### config.mk
export PLATFORM = sky130hd
export DESIGN_NAME = madi_front
export DESIGN_NICKNAME = d
export VERILOG_FILES = /design/src/hw/rtl/assert_macros.svh /design/src/hw/rtl/madi_pkg.sv /design/src/hw/rtl/madi_front.sv
export SDC_FILE = /design/constraint.sdc
export NUM_CORES = 1
export LEC_CHECK = 0
export BUFFER_PORTS_ARGS = -buffer_cell sky130_fd_sc_hd__buf_2
export CORE_AREA = 2 2 371 373
export CTS_CLUSTER_SIZE = 10
export DETAILED_ROUTE_END_ITERATION = 7
export DIE_AREA = 0 0 373 375
export GPL_TIMING_DRIVEN = 0
export PLACE_DENSITY = 0.43
export RECOVER_POWER = 100
export SLEW_MARGIN = 40
export SYNTH_ARGS = -nofsm -noshare
export SYNTH_HDL_FRONTEND = slang
export SYNTH_SLANG_ARGS = --single-unit
### constraint.sdc
create_clock -name clk -period 4.8 [get_ports clk]
set_clock_uncertainty 0.05 [all_clocks]
set_input_delay 0.48 -clock clk [delete_from_list [all_inputs] [get_ports clk]]
set_output_delay 0.48 -clock clk [all_outputs]
set_load 0.01 [all_outputs]
### src/hw/rtl/assert_macros.svh
// assertion macros for the deinterlacer rtl
// no dependencies; checks vanish when SYNTHESIS is defined
`ifndef ASSERT_MACROS_SVH
`define ASSERT_MACROS_SVH
`ifndef SYNTHESIS
`define MADI_ASSERT(lbl, clk, rst_n, prop) \
    lbl: assert property (@(posedge clk) disable iff (!rst_n) prop) \
        else $error("assertion failed");
`define MADI_NEVER(lbl, clk, rst_n, expr) \
    lbl: assert property (@(posedge clk) disable iff (!rst_n) !(expr)) \
        else $error("forbidden condition seen");
`else
`define MADI_ASSERT(lbl, clk, rst_n, prop)
`define MADI_NEVER(lbl, clk, rst_n, expr)
`endif
`endif

### src/hw/rtl/madi_pkg.sv
// shared types, register indexes and helpers for the deinterlacer
// no dependencies
package madi_pkg;

    typedef struct packed {
        logic [15:0] cdiff;   // |weave - vertical average|
        logic [15:0] tdiff;   // |weave - other time|
        logic [15:0] lower;
        logic [15:0] upper;
        logic [15:0] other;
        logic [15:0] weave;
    } col_t;

    typedef enum logic [1:0] {
        CFG_MOTION = 2'd0,
        CFG_COMB   = 2'd1,
        CFG_FLOOR  = 2'd2,
        CFG_NONE   = 2'd3
    } cfg_idx_t;

    localparam logic [15:0] MOTION_RESET = 16'd1024;
    localparam logic [15:0] COMB_RESET   = 16'd1536;
    localparam logic [15:0] FLOOR_RESET  = 16'd256;

    function automatic logic [15:0] absdiff16(input logic [15:0] a, input logic [15:0] b);
        logic [15:0] r;
        r = (a > b) ? (a - b) : (b - a);
        return r;
    endfunction

    function automatic logic [15:0] avg2(input logic [15:0] a, input logic [15:0] b);
        logic [16:0] s;
        s = {1'b0, a} + {1'b0, b} + 17'd1;
        return s[16:1];
    endfunction

endpackage

### src/hw/rtl/madi_front.sv
// front: column window, line flags and job building
// depends on madi_pkg
module madi_front import madi_pkg::*; #(
    parameter int MASK_REACH = 3
) (
    input  logic clk,
    input  logic rst_n,
    input  logic in_valid,
    output logic in_ready,
    input  logic [63:0] in_data,
    input  logic in_active,
    input  logic in_last,
    input  logic q_full,
    output logic q_push,
    output logic [2 + (2 * MASK_REACH + 3) * (1 + $bits(col_t)) - 1:0] q_data
);
    localparam int WIN = 2 * MASK_REACH + 3;
    localparam int SLOT = MASK_REACH + 1;
    localparam int CW = $bits(col_t);

    col_t           win_reg [WIN];
    logic [WIN-1:0] valid_reg;
    logic [3:0]     seen_reg;
    logic           held_reg;

    col_t           win_next [WIN];
    logic [WIN-1:0] valid_next;
    logic           held_next;
    col_t           col_new;
    logic           accept;

    assign in_ready = !q_full;
    assign accept = in_valid && in_ready;

    always_comb
    begin
        col_new.weave = in_data[15:0];
        col_new.other = in_data[31:16];
        col_new.upper = in_data[47:32];
        col_new.lower = in_data[63:48];
        col_new.tdiff = absdiff16(in_data[15:0], in_data[31:16]);
        col_new.cdiff = absdiff16(in_data[15:0], avg2(in_data[47:32], in_data[63:48]));
        win_next[0] = col_new;
        for (int i = 1; i < WIN; i++)
        begin
            win_next[i] = win_reg[i-1];
        end
        valid_next = {valid_reg[WIN-2:0], 1'b1};
        held_next = (seen_reg == 4'd0) ? in_active : held_reg;
        for (int i = 0; i < WIN; i++)
        begin
            q_data[i*CW +: CW] = win_next[i];
        end
        q_data[WIN*CW +: WIN] = valid_next;
        q_data[WIN*CW + WIN] = held_next;
        q_data[WIN*CW + WIN + 1] = in_last;
    end

    // a word only makes a job once the emitted slot holds a column, or on flush
    assign q_push = accept && (in_last || valid_next[SLOT]);

    always_ff @(posedge clk)
    begin
        if (accept)
        begin
            for (int i = 0; i < WIN; i++)
            begin
                win_reg[i] <= win_next[i];
            end
        end
    end

    always_ff @(posedge clk or negedge rst_n)
    begin
        if (!rst_n)
        begin
            valid_reg <= '0;
            seen_reg  <= 4'd0;
            held_reg  <= 1'b0;
        end
        else if (accept)
        begin
            if (in_last)
            begin
                valid_reg <= '0;
                seen_reg  <= 4'd0;
                held_reg  <= 1'b0;
            end
            else
            begin
                valid_reg <= valid_next;
                seen_reg  <= (seen_reg == 4'd15) ? seen_reg : seen_reg + 4'd1;
                held_reg  <= held_next;
            end
        end
    end

endmodule

**Word level (Yosys, flattened, before mapping)**

Memories as Yosys holds them, arrays and structs flattened.
Index checks and enable logic that the tools add are counted.

- Register bits: 13
- Output and inout bits: 877
- Bits in writable memories: 864
- Memories kept: 1
- Word-level logic and storage cells: 30

Memories:

| memory | words | bits a word | read ports | clocked after Yosys merged registers in | wr ports | RTL line | source |
|---|---|---|---|---|---|---|---|
| win_reg | 9 | 96 | 8 | 0 | 9 | madi_front.sv:21 | `col_t win_reg [WIN];` |

- Equal/unequal tests: 2
- Magnitude comparators: 2
- Muxes and demuxes: 9
- $add $sub $neg: 7
- Reduce and logical (&&, ||, !) cells: 6

Operators by type and width:

| kind | count |
|---|---|
| $sub A16 B16 Y16 | 4 |
| $gt A16 B16 Y1 | 2 |
| $mux W16 | 2 |
| $add A16 B16 Y17 | 1 |
| $add A17 B1 Y17 const B | 1 |
| $mux W4 | 2 |
| $mux W8 | 1 |
| $add A4 B1 Y4 const B | 1 |
| $eq A4 B4 Y1 const B | 1 |
| $logic_not A4 Y1 | 1 |
| $mux W1 | 4 |
| $logic_and A1 B1 Y1 | 2 |
| $ne A2 B2 Y1 const B | 1 |
| $reduce_and A2 Y1 | 1 |
| $logic_not A1 Y1 | 1 |
| $logic_or A1 B1 Y1 | 1 |

**Longest topological paths before layout**

Gate-level depths: netlist (run 1).

- Depth after elaboration: 4
- Depth in mapped cells: 20
- Depth with buffers taken out: 17

**Least setup slack after synthesis (run 1)**

Ideal clock, no wire load.

- Kind: input port to flip-flop
- Start: in q_full
- End: reg seen_reg[2]
- Arrival: 23.183 ns
- Data required time: 4.499 ns
- Setup slack: -18.684 ns
- Setup time: 0.251 ns
- Stages on the path: 6
- Cells stage by stage: inv_1 > nand2_1 > inv_1 > clkbuf_1 > a21oi_1 > a21oi_1

- Longest elaborated chain between the ends: 3

Ends and longest elaborated chain:

| item | RTL line | source |
|---|---|---|
| start, declared | madi_front.sv:13 | `input logic q_full,` |
| $logic_not A1 Y1 | madi_front.sv:32 | `assign in_ready = !q_full;` |
| $logic_and A1 B1 Y1 | madi_front.sv:33 | `assign accept = in_valid && in_ready;` |
| named net accept | madi_front.sv:30 | `logic accept;` |
| $reduce_and A2 Y1 (no source line) | -- |  |
| end signal, assigned | madi_front.sv:92 | `seen_reg <= (seen_reg == 4'd15) ? seen_reg : seen_reg + 4'd1;` |
| end, declared | madi_front.sv:23 | `logic [3:0] seen_reg;` |

The timed path passes the listed nets, and every way through them passes these cells.
A chain may end at the register's enable or synchronous reset.

**Worst setup path in the final report (run 1)**

- Start: in in_data[32]
- End: out q_data[95]

- Longest elaborated chain between the ends: 4

Ends and longest elaborated chain:

| item | RTL line | source |
|---|---|---|
| start, declared | madi_front.sv:10 | `input logic [63:0] in_data,` |
| $add A16 B16 Y17 * | madi_pkg.sv:33 | `s = {1'b0, a} + {1'b0, b} + 17'd1;` |
| $add A17 B1 Y17 * | madi_pkg.sv:33 |  |
| $sub A16 B16 Y16 / $gt A16 B16 Y1 (equally long branches) | madi_pkg.sv:27 | `r = (a > b) ? (a - b) : (b - a);` |
| $mux W16 * | madi_pkg.sv:27 |  |
| end, declared | madi_front.sv:15 | `output logic [2 + (2 * MASK_REACH + 3) * (1 + $bits(col_t)) - 1:0] q_data` |

Every way passes the cells marked *; elsewhere a longest branch is shown, timed or not.

==> results of run 1 <==
## power by group through the flow
stage	Sequential [mW]	Clock, mW	Combinational, mW
global placement	8.25	0	2.20
detailed placement	8.20	0	2.22
finish	8.06	6.34	2.70
global route	8.09	6.82	2.92
CTS	8.07	6.60	2.64
floorplan	8.32	0	0.951
## stage by stage
stage          util (%)  setup WS (ns)  std cells  cell area [µm²]  setup TNS, ns
2_1_floorplan         -         0.1648       1456            28170              0
3_3_place_gp      25.78         -1.674       4195            35140       -1095.15
3_5_place_dp      25.94         -1.455       4202            35360         -31.38
4_1_cts           28.69        -0.2478       4404            39100         -2.635
5_1_grt           28.92        -0.3348       4422            39410         -6.560
6_report          28.93        -0.1522       4428            39430         -1.872
## cells by family after synthesis
logic type                 share of synthesized area, %
DFF                                               83.06
AOI/OAI and AO/OA                                 4.457
and+or+nand+nor                                   3.039
buffers and inverters                             3.137
adders and majority gates                         3.866
xor gates and xnor gates                          1.244
muxes                                             1.186
other                                           0.01332
## Yosys cell counts, types with 8 or more instances
cell type and count:
a21o_1 19, a21oi_1 57, a31oi_1 8, buf_4 69
clkbuf_1 11, dfrtp_1 13, edfxtp_1 768, ha_1 79
inv_1 60, mux2i_1 30, nand2_1 49, nand2b_1 8
nand3_1 12, nor2_1 43, nor2b_1 12, nor3_1 8
o21a_1 12, o21ai_0 36, o21bai_1 8, xnor2_1 19
xor2_1 21
## area by class of cell
type	count	area, µm²
diodes	7	17.52
clock buffers	114	2385
flip-flops and latches	781	23390
plain buffers	89	673.1
well taps	1794	2245
multi-input cells	522	4414
fillers	13880	96870
clock inverters	18	249.0
inverters	60	225.2
repair buffers	1043	5832
## per-layer routing
| metal | global-route usage [%] | share of wire, % | vias to the layer above |
|---|---|---|---|
| met5 | 0 | 0.033 | - |
| met4 | 4.441 | 2.6 | 6 |
| met3 | 3.540 | 5.8 | 126 |
| met2 | 23.97 | 51 | 606 |
| met1 | 16.13 | 41 | 8559 |
| li1 | - | - | 7758 |
## path summary, 6_finish.rpt
check | startpoint | to | slack [ns]
worst max register to register | seen_reg[0]$_DFFE_PN0P_ | held_reg$_DFFE_PN0P_ | 3.37
worst max-delay path | in_data[32] | q_data[95] | -0.15
worst min-delay path | in_active | held_reg$_DFFE_PN0P_ | 0.12
worst min register to register | win_reg[0][164]$_DFFE_PP_ | win_reg[0][260]$_DFFE_PP_ | 0.37
max in group asynchronous | rst_n | seen_reg[0]$_DFFE_PN0P_ | 3.89
min in group asynchronous | rst_n | valid_reg[7]$_DFFE_PN0P_ | 0.32
## placed cells by master (no fill, tap or decap), types with 12 or more instances in the layout
master	instances
edfxtp_1	768
a21o_1	19
ha_1	69
inv_1	58
buf_4	115
nand2_1	48
a21oi_1	50
dlygate4sd3_1	41
nand3_1	12
mux2i_1	20
dfrtp_1	13
buf_2	895
buf_6	24
nor2_1	39
o21ai_0	26
clkbuf_16	93
clkbuf_1	65
xor2_1	14
## worst max-delay path, delay by kind of cell
family,cells,cell delay (ns)
adders and majority gates,2,0.45
buffers and inverters,5,0.69
and+or+nand+nor,3,0.36
muxes,1,0.27
AOI/OAI and AO/OA,10,1.90
xor gates and xnor gates,1,0.25
## what timing repair did
action,in CTS,in global routing
resized for setup,104,47
endpoints found under the hold margin,53,0
pin swaps,31,31
setup endpoints to repair,25,25
hold buffers,41,0
setup buffers,30,20
gates cloned,1,0
==> key figures, run 1 <==
Yosys
  – Number of flip-flops and latches in the synthesized netlist: 781
  – Synthesized cell area: 28,160 µm²
  – Register area share after synthesis: 83.06%
  – Synth Area per Inst: 19.34 µm²
  – Cell type with the largest total area after synthesis: edfxtp_1
  – Fraction of synthesis flops using an asynchronous set or reset pin: 1.665%
  – Count of mapped cells out of synthesis: 1,456
  – Top cells by area, synth: edfxtp_1, ha_1, buf_4
  – Top cell type's share of synthesized area: 81.90%
  – Post-synthesis cell type count: 63
  – Number of enable-type register cells in the synthesized netlist: 768
  – Ys Warns: 0
  – Prevailing post-synth register cell: edfxtp_1
  – Net count after synthesis: 1,610

Drt
  – Number of antenna-violating nets in the routed design: 0
  – Via count: 17,060
  – Remaining DRCs: 0
  – WL/cell: 22.56 µm
  – Count of routing violations after the opening detailed-route iteration: 1,031
  – Post-detailed-route via-to-cell ratio: 3.852
  – Total length of routed wires: 99,900 µm
  – Number of iterations in the first detailed-routing pass: 4

Hold path
  – Class of the most critical hold timing path: in -> reg
  – Cell count of the worst hold path: 3

STA
  – Fin crit share: 103.2%
  – Final period demand of the worst path: 4.952 ns
  – Headroom to the max-slew limit: 33.18%
  – Worst slack on hold paths: 0.1153 ns
  – Least setup slack across all paths after layout: -0.1522 ns
  – Final hold violation count: 0
  – Final-report setup violation count: 15
  – Timing-limited maximum frequency: 0.2019 GHz
  – Actual transition at the worst max-transition pin: 1.002 ns
  – Unrepaired setup endpoints after global routing: yes
  – Final count of pins violating max slew: 0

Pwr
  – Sw Pwr: 4.507 mW
  – Peak VDD IR: 0.0002669 V
  – Standby leakage power: 15.49 nW
  – Final total power: 17.10 mW
  – Switching share of power: 26.36%
  – Power Dens Cells: 433.8 nW/µm²
  – Share of total power in sequential cells: 47.1%
  – Combinational Power Share: 15.8%
  – Internal power consumption: 12.60 mW
  – Clk pwr share: 37.1%

Clock network
  – Worst-skew pair later-pin latency: 0.70 ns
  – Number of buffers inserted during clock tree synthesis: 92
  – H-tree lvl count: 3
  – Deepest clock path buffer count: 3
  – Clock root cell: clkbuf_16
  – Clock tree from TritonCTS: yes
  – Clock slew seen by the registers of the worst setup and hold paths: 0.06 ns
  – TritonCTS Sinks: 781

Critical path
  – Worst path arrival time: 4.42 ns
  – Largest fanout on the critical path: 7
  – Data required time at the worst endpoint: 4.27 ns
  – Kind of start point of the critical path: input pin
  – Critical path's largest stage delay: 0.34 ns
  – Slowest-stage cell, CP: o41ai_4
  – Cells along the critical path: buf_12 -> nor2_4 -> fa_2 -> nor2b_1 -> o21ai_2 -> a21boi_2 -> o21a_4 -> buf_6 -> o21ai_4 -> o311a_1 -> o41a_1 -> ha_4 -> and4_4 -> o21ai_4 -> o21ai_4 -> o41ai_4 -> o31a_1 -> buf_6 -> buf_4 -> mux2i_4 -> xor2_4 -> buf_6
  – Crit. End Element: primary output
  – R2R cell count: 5
  – CP Class: in -> out

Finish
  – Share of post-route cells with drive strength above 1: 47.20%
  – Number of flip-flops in the largest register: 768
  – Final #Nets: 2,743
  – Layout area overhead: 40.02%

Floorplan
  – Initial Util: 20.66%
  – Die Area: 139,900 µm²
  – Area of the core: 136,300 µm²
  – Row count: 136
  – Width of the die: 373 µm
  – DIE HEIGHT: 375 µm
  – IO Count: 947

Placed design
  – Quantity of I/O buffers inserted on ports: 945
  – Routability congestion estimate from global placement: 0.7935
  – Estimated wirelength of the detail-placed design: 76,380 µm

Run status
  – Failing checks: negative setup slack
  – Run status: complete, but fails checks

Global route
  – Overall overflow remaining after global route: 0
  – Global routing usage summed across all routing layers: 13.63%
  – Vias in the first global route: 16,830
  – Antenna violations before repair: 8
  – Maximum number of pins on one net before global-route repair: 111
  – Global-route wire length before repair: 133,700 µm

Run
  – Max-cap check violation count: 0
(Power assumes the default switching activity.)
==> run 2: changes to the inputs <==
--- a/config.mk
+++ b/config.mk
@@ -5,13 +5,14 @@
 export SDC_FILE = /design/constraint.sdc
 export NUM_CORES = 1
 export LEC_CHECK = 0
+export ABC_AREA = 1
 export BUFFER_PORTS_ARGS = -buffer_cell sky130_fd_sc_hd__buf_2
-export CORE_AREA = 2 2 371 373
+export CORE_AREA = 3 3 364 366
 export CTS_CLUSTER_SIZE = 10
 export DETAILED_ROUTE_END_ITERATION = 7
-export DIE_AREA = 0 0 373 375
+export DIE_AREA = 0 0 367 369
 export GPL_TIMING_DRIVEN = 0
-export PLACE_DENSITY = 0.43
+export PLACE_DENSITY = 0.45
 export RECOVER_POWER = 100
 export SLEW_MARGIN = 40
 export SYNTH_ARGS = -nofsm -noshare
==> run 2 against run 1 <==
Effect of this change: the flow finishes with violations (max-capacitance violations, max-slew violations); utilization grew 0.74 points; clock power grew 1%; total power shrank 1.6%; maximum frequency grew 8.3%; critical path type unchanged; highest routed layer is now met4.
==> key figures, run 2 <==
Run status
  – Run status: complete, but fails checks
  – Failing checks: max-capacitance violations, max-slew violations

Global route
  – Overall overflow remaining after global route: 0
  – Vias in the first global route: 17,870
  – Global routing usage summed across all routing layers: 14.51%
  – Antenna violations before repair: 18
  – Maximum number of pins on one net before global-route repair: 117
  – Global-route wire length before repair: 139,000 µm

Clock network
  – Clock slew seen by the registers of the worst setup and hold paths: 0.05 ns
  – Deepest clock path buffer count: 3
  – Clock tree from TritonCTS: yes
  – TritonCTS Sinks: 781
  – Clock root cell: clkbuf_16
  – H-tree lvl count: 3
  – Number of buffers inserted during clock tree synthesis: 92
  – Worst-skew pair later-pin latency: 0.68 ns

Critical path
  – Worst path arrival time: 4.04 ns
  – Data required time at the worst endpoint: 4.27 ns
  – CP Class: in -> out
  – Largest fanout on the critical path: 10
  – Crit. End Element: primary output
  – Kind of start point of the critical path: input pin

Yosys
  – Number of enable-type register cells in the synthesized netlist: 768
  – Net count after synthesis: 2,036
  – Post-synthesis cell type count: 35
  – Most frequent cell after synthesis: edfxtp_1
  – Top cell type's share of synthesized area: 78.86%
  – Cell type with the largest total area after synthesis: edfxtp_1
  – Fraction of synthesis flops using an asynchronous set or reset pin: 1.665%
  – Count of mapped cells out of synthesis: 1,882
  – Synth Area per Inst: 15.54 µm²
  – Register area share after synthesis: 79.98%
  – Number of flip-flops and latches in the synthesized netlist: 781
  – Top cells by area, synth: edfxtp_1, nand2_1, ha_1
  – Prevailing post-synth register cell: edfxtp_1
  – Most frequent cells after synthesis: edfxtp_1, nand2_1, inv_1, ha_1, nand3_1
  – Synthesized cell area: 29,240 µm²
  – Ys Warns: 0

Pwr
  – Peak VDD IR: 0.0002407 V
  – Final total power: 16.83 mW
  – Power Dens Cells: 438.2 nW/µm²
  – Standby leakage power: 14.11 nW

STA
  – Final count of pins violating max slew: 80
  – Fin crit share: 95.27%
  – Headroom to the max-slew limit: -35.72%
  – Final-report setup violation count: 0
  – Final hold violation count: 0
  – Timing-limited maximum frequency: 0.2187 GHz
  – Final period demand of the worst path: 4.573 ns
  – Actual transition at the worst max-transition pin: 2.036 ns

Floorplan
  – Width of the die: 367 µm
  – Initial Util: 22.58%
  – Die Area: 135,400 µm²
  – IO Count: 947
  – Row count: 132
  – Area of the core: 129,500 µm²
  – DIE HEIGHT: 369 µm

Placed design
  – Dpl cell area: 36,370 µm²
  – Quantity of I/O buffers inserted on ports: 945
  – Estimated wirelength of the detail-placed design: 80,740 µm
  – Routability congestion estimate from global placement: 0.8440

Finish
  – Layout area overhead: 31.35%
  – Final non-filler cell area: 38,410 µm²
  – Most common cell after layout, fill and taps aside: clkbuf_1
  – Share of post-route cells with drive strength above 1: 11.17%
  – Number of flip-flops in the largest register: 768
  – Final #Nets: 3,117
  – Top library cells by usage in the layout, fill and taps aside: clkbuf_1, edfxtp_1, nand2_1

Drt
  – Count of routing violations after the opening detailed-route iteration: 1,419
  – Total length of routed wires: 102,800 µm
  – Post-detailed-route via-to-cell ratio: 3.920
  – Number of iterations in the first detailed-routing pass: 5
  – WL/cell: 21.65 µm
  – Via count: 18,610
  – Remaining DRCs: 0
  – Number of antenna-violating nets in the routed design: 0

Run
  – Max-cap check violation count: 1

Hold path
  – Class of the most critical hold timing path: in -> reg
## run 2: cell type report
type	count	area, µm²
Timing Repair Buffer	987	4189
Clock inverter	15	290.3
Multi-Input combinational cell	790	4474
Clock buffer	115	2409
Antenna cell	7	17.52
Sequential cell	781	23390
Tap cell	1742	2180
Fill cell	13520	91070
Buffer	89	626.9
Inverter	222	835.8
## run 2: power by group
group          switching, mW  internal, mW  total [mW]
clock network           2.77          3.64        6.41
registers              0.180          7.87        8.05
logic                   1.67         0.696        2.37
total                   4.62          12.2        16.8
## run 2: path summary, 6_finish.rpt
check / startpoint / end / slack (ns) / cells after the start
worst min-delay path: in_data[33] / win_reg[0][33]$_DFFE_PP_ / 0.07 / 1
max in group asynchronous: rst_n / seen_reg[2]$_DFFE_PN0P_ / 3.86 / 2
worst min register to register: win_reg[0][121]$_DFFE_PP_ / win_reg[0][217]$_DFFE_PP_ / 0.37 / 0
worst max-delay path: in_data[47] / q_data[89] / 0.23 / 16
worst max register to register: seen_reg[0]$_DFFE_PN0P_ / seen_reg[3]$_DFFE_PN0P_ / 3.35 / 7
min in group asynchronous: rst_n / valid_reg[7]$_DFFE_PN0P_ / 0.35 / 2
## run 2: metrics by stage
step / hold slack, ns / setup slack [ns] / TNS (ns) / utilization (%) / instances
3_5_place_dp: 0.3509 / -0.2009 / -1.061 / 28.09 / 4576
6_report: 0.06849 / 0.2270 / 0 / 29.66 / 4748
5_1_grt: 0.003817 / -0.001573 / -0.001573 / 29.65 / 4742
3_3_place_gp: 0.3398 / -1.685 / -1168.48 / 27.93 / 4569
4_1_cts: 0.002582 / 0.001629 / 0 / 30.47 / 4740
2_1_floorplan: 0.1344 / 0.2722 / 0 / - / 1882
## run 2: what timing repair did
item	4_1_cts	5_1_grt
pin swaps	0	2
buffers inserted	0	1
hold buffers	34	0
gates resized for setup	10	25
setup endpoints to repair	13	15
endpoints found under the hold margin	46	0
## run 2: worst max-delay path, stage by stage
cell and delay, ns:
dlygate4sd3_1 0.53, clkbuf_1 0.29, ha_1 0.38, a21oi_1 0.18, o31ai_1 0.09, a21oi_1 0.36, ha_1 0.40, a21oi_1 0.20
nand2_1 0.08, a21oi_1 0.17, nand2_1 0.09, nand2_2 0.14, buf_6 0.19, nand3_2 0.10, nand2_4 0.16, clkbuf_1 0.20
## run 2: cells by family (layout without fill, tap and decap cells)
| kind of cell | count (synthesis) | after routing | share of synthesized area (%) |
|---|---|---|---|
| buffers and inverters | 311 | 1428 | 5.053 |
| adder cells (fa/ha/maj) | 84 | 84 | 3.722 |
| AO/OA/AOI/OAI | 89 | 89 | 1.750 |
| XOR/XNOR | 40 | 40 | 1.198 |
| flip-flops | 781 | 781 | 79.98 |
| other | 1 | 8 | 0.01282 |
| AND/OR/NAND/NOR | 576 | 576 | 8.288 |
## run 2: routing by layer
layer  routed length (µm)  GRT usage, %
met1                42190         18.10
met2                51740         25.04
met3                 6492         3.440
met4                 2372         4.033
met5                    0             0
==> run 3: changes to the inputs <==
--- a/config.mk
+++ b/config.mk
@@ -7,13 +7,13 @@
 export LEC_CHECK = 0
 export ABC_AREA = 1
 export BUFFER_PORTS_ARGS = -buffer_cell sky130_fd_sc_hd__buf_2
-export CORE_AREA = 3 3 364 366
+export CORE_ASPECT_RATIO = 0.7
+export CORE_MARGIN = 3
+export CORE_UTILIZATION = 24
 export CTS_CLUSTER_SIZE = 10
 export DETAILED_ROUTE_END_ITERATION = 7
-export DIE_AREA = 0 0 367 369
 export GPL_TIMING_DRIVEN = 0
-export PLACE_DENSITY = 0.45
-export RECOVER_POWER = 100
+export PLACE_DENSITY = 0.47
 export SLEW_MARGIN = 40
 export SYNTH_ARGS = -nofsm -noshare
 export SYNTH_HDL_FRONTEND = slang
==> run 3 against run 2 <==
Effect of this change: the flow now finishes without violations; final area is 2.2% higher; sequential power decreased by 0.5%; die area is 6.9% lower; sequential share of layout area shrank 1.3 points; routed wire length decreased by 5.0%; combinational power grew 5%; maximum frequency increased by 1.7%; first-iteration DRC count decreased by 13%; clock power fell by 4.5%; sequential cell count unchanged; largest cell class unchanged; largest power group unchanged.
==> key figures, run 3 (synthesized netlist as in run 2, its figures left out) <==
Run status
  – Run status: completed

Critical path
  – Worst path arrival time: 3.97 ns
  – Most Frequent Cell on Critical Path: nand3_1
  – Category of cells accounting for the largest share of critical-path delay: simple AND/OR/NAND/NOR gates
  – Data required time at the worst endpoint: 4.27 ns
  – Critical path's largest stage delay: 0.54 ns
  – First element of the critical path: in_data[46]
  – R2R setup slack: 3.36 ns
  – Crit. End Element: primary output
  – Kind of start point of the critical path: input pin
  – Number of buffers and inverters on the critical path: 5
  – Slowest-stage cell, CP: dlygate4sd3_1
  – Critical path depth: 17
  – CP Class: in -> out
  – Cells along the critical path: dlygate4sd3_1 -> buf_2 -> ha_1 -> inv_1 -> nor3_1 -> nand3_1 -> nand3_1 -> nand2_1 -> ha_1 -> nand3_2 -> nor2_4 -> nand3_1 -> nand2_4 -> buf_8 -> nand2_1 -> nand2_4 -> buf_2
  – Reg-to-reg critical path startpoint: seen_reg[0]$_DFFE_PN0P_
  – Critical Path End: q_data[88]
  – R2R Path End: seen_reg[3]$_DFFE_PN0P_
  – R2R cell count: 7
  – Largest fanout on the critical path: 10

Global route
  – Maximum number of pins on one net before global-route repair: 115
  – Routing usage on met3: 4.662%
  – Antenna violations before repair: 9
  – Overall overflow remaining after global route: 0
  – GRT met2 Usage: 25.11%
  – Global-route wire length before repair: 134,000 µm
  – Vias in the first global route: 17,700
  – Global routing usage summed across all routing layers: 14.87%
  – Most Used Layer, Global Route: met2
  – GR Layer Usage met1: 18.44%

Drt
  – Count of routing violations after the opening detailed-route iteration: 1,235
  – Post-detailed-route via-to-cell ratio: 3.998
  – Via count: 18,450
  – Number of iterations in the first detailed-routing pass: 5
  – Remaining DRCs: 0
  – WL/cell: 21.17 µm
  – Number of antenna-violating nets in the routed design: 0
  – Total length of routed wires: 97,680 µm

Placed design
  – Estimated wirelength of the detail-placed design: 75,470 µm
  – Routability congestion estimate from global placement: 0.8703
  – Dpl cell area: 36,210 µm²
  – Quantity of I/O buffers inserted on ports: 945
  – Setup WS pre-CTS: -0.3807 ns

Finish
  – Most common cell after layout, fill and taps aside: buf_2
  – Number of flip-flops in the largest register: 768
  – Share of post-route cells with drive strength above 1: 40.09%
  – Final #Nets: 3,120
  – Layout area overhead: 34.18%
  – Top library cells by usage in the layout, fill and taps aside: buf_2, edfxtp_1, nand2_1
  – Final design utilization: 32.66%
  – Final non-filler cell area: 39,240 µm²

Pwr
  – Final total power: 16.63 mW
  – Power Dens Cells: 423.7 nW/µm²
  – Standby leakage power: 16.47 nW
  – Peak VDD IR: 0.0002329 V

Clock network
  – Clock root cell: clkbuf_16
  – Worst-skew pair later-pin latency: 0.72 ns
  – Deepest clock path buffer count: 3
  – Clock tree from TritonCTS: yes
  – H-tree lvl count: 3
  – Number of buffers inserted during clock tree synthesis: 90
  – Post-CTS setup buffers: 0
  – Clock slew seen by the registers of the worst setup and hold paths: 0.06 ns
  – TritonCTS Sinks: 781

STA
  – Headroom to the max-slew limit: 54.48%
  – Fin crit share: 93.65%
  – Least setup slack across all paths after layout: 0.3048 ns
  – Final count of pins violating max slew: 0
  – Unrepaired setup endpoints after global routing: no
  – Final period demand of the worst path: 4.495 ns
  – Final-report setup violation count: 0
  – Actual transition at the worst max-transition pin: 0.6828 ns
  – Final hold violation count: 0
  – Timing-limited maximum frequency: 0.2225 GHz

Floorplan
  – Area of the core: 120,200 µm²
  – Initial Util: 24.34%
  – Width of the die: 423.2 µm
  – IO Count: 947
  – Die Area: 126,100 µm²
  – DIE HEIGHT: 298.1 µm
  – Row count: 106

Hold path
  – Class of the most critical hold timing path: in -> reg

Run
  – Max-cap check violation count: 0
## run 3: worst min-delay path by stage
stage	startpoint	endpoint	cells after the start	slack, ns
after floorplan	rst_n	held_reg$_DFFE_PN0P_	0	0.13
after global placement	rst_n	valid_reg[4]$_DFFE_PN0P_	1	0.35
after detailed placement	rst_n	valid_reg[4]$_DFFE_PN0P_	1	0.35
after CTS	in_data[23]	win_reg[0][23]$_DFFE_PP_	1	0.0002
after global routing	in_data[15]	win_reg[0][15]$_DFFE_PP_	1	0.007
final	in_data[5]	win_reg[0][5]$_DFFE_PP_	1	0.06
## run 3: cell type report
type	instances	area [µm²]
Antenna cell	6	15.01
Buffer	87	664.4
Clock buffer	102	2297
Clock inverter	12	178.9
Fill cell	12070	80920
Inverter	222	835.8
Multi-Input combinational cell	790	4483
Sequential cell	781	23390
Tap cell	1620	2027
Timing Repair Buffer	994	5350
## run 3: per-stage QoR
step,TNS (ns),instances,hold WS [ns]
2_1_floorplan,0,1882,0.1344
3_3_place_gp,-1132.02,4447,0.3466
3_5_place_dp,-1.817,4454,0.3456
4_1_cts,0,4610,0.0001731
5_1_grt,0,4608,0.006767
6_report,0,4614,0.06037
## run 3: where the power goes
part	switching, mW	leakage, nW	total (mW)	internal [mW]
Combinational	1.69	7.89	2.50	0.802
Sequential	0.142	7.37	8.01	7.87
Clock	2.69	1.21	6.12	3.43
Total	4.53	16.5	16.6	12.1
## run 3: per-layer routing
metal | part of all wire (%) | wire, µm
met5 | 0 | 0
met2 | 50 | 48520
met4 | 2.1 | 2058
met3 | 6.8 | 6638
met1 | 41 | 40470
## run 3: timing repair
item | CTS | global route
setup endpoints to repair | 12 | 15
endpoints found under the hold margin | 54 | 0
pin swaps | 0 | 2
resized for setup | 8 | 25
hold buffers | 42 | 0
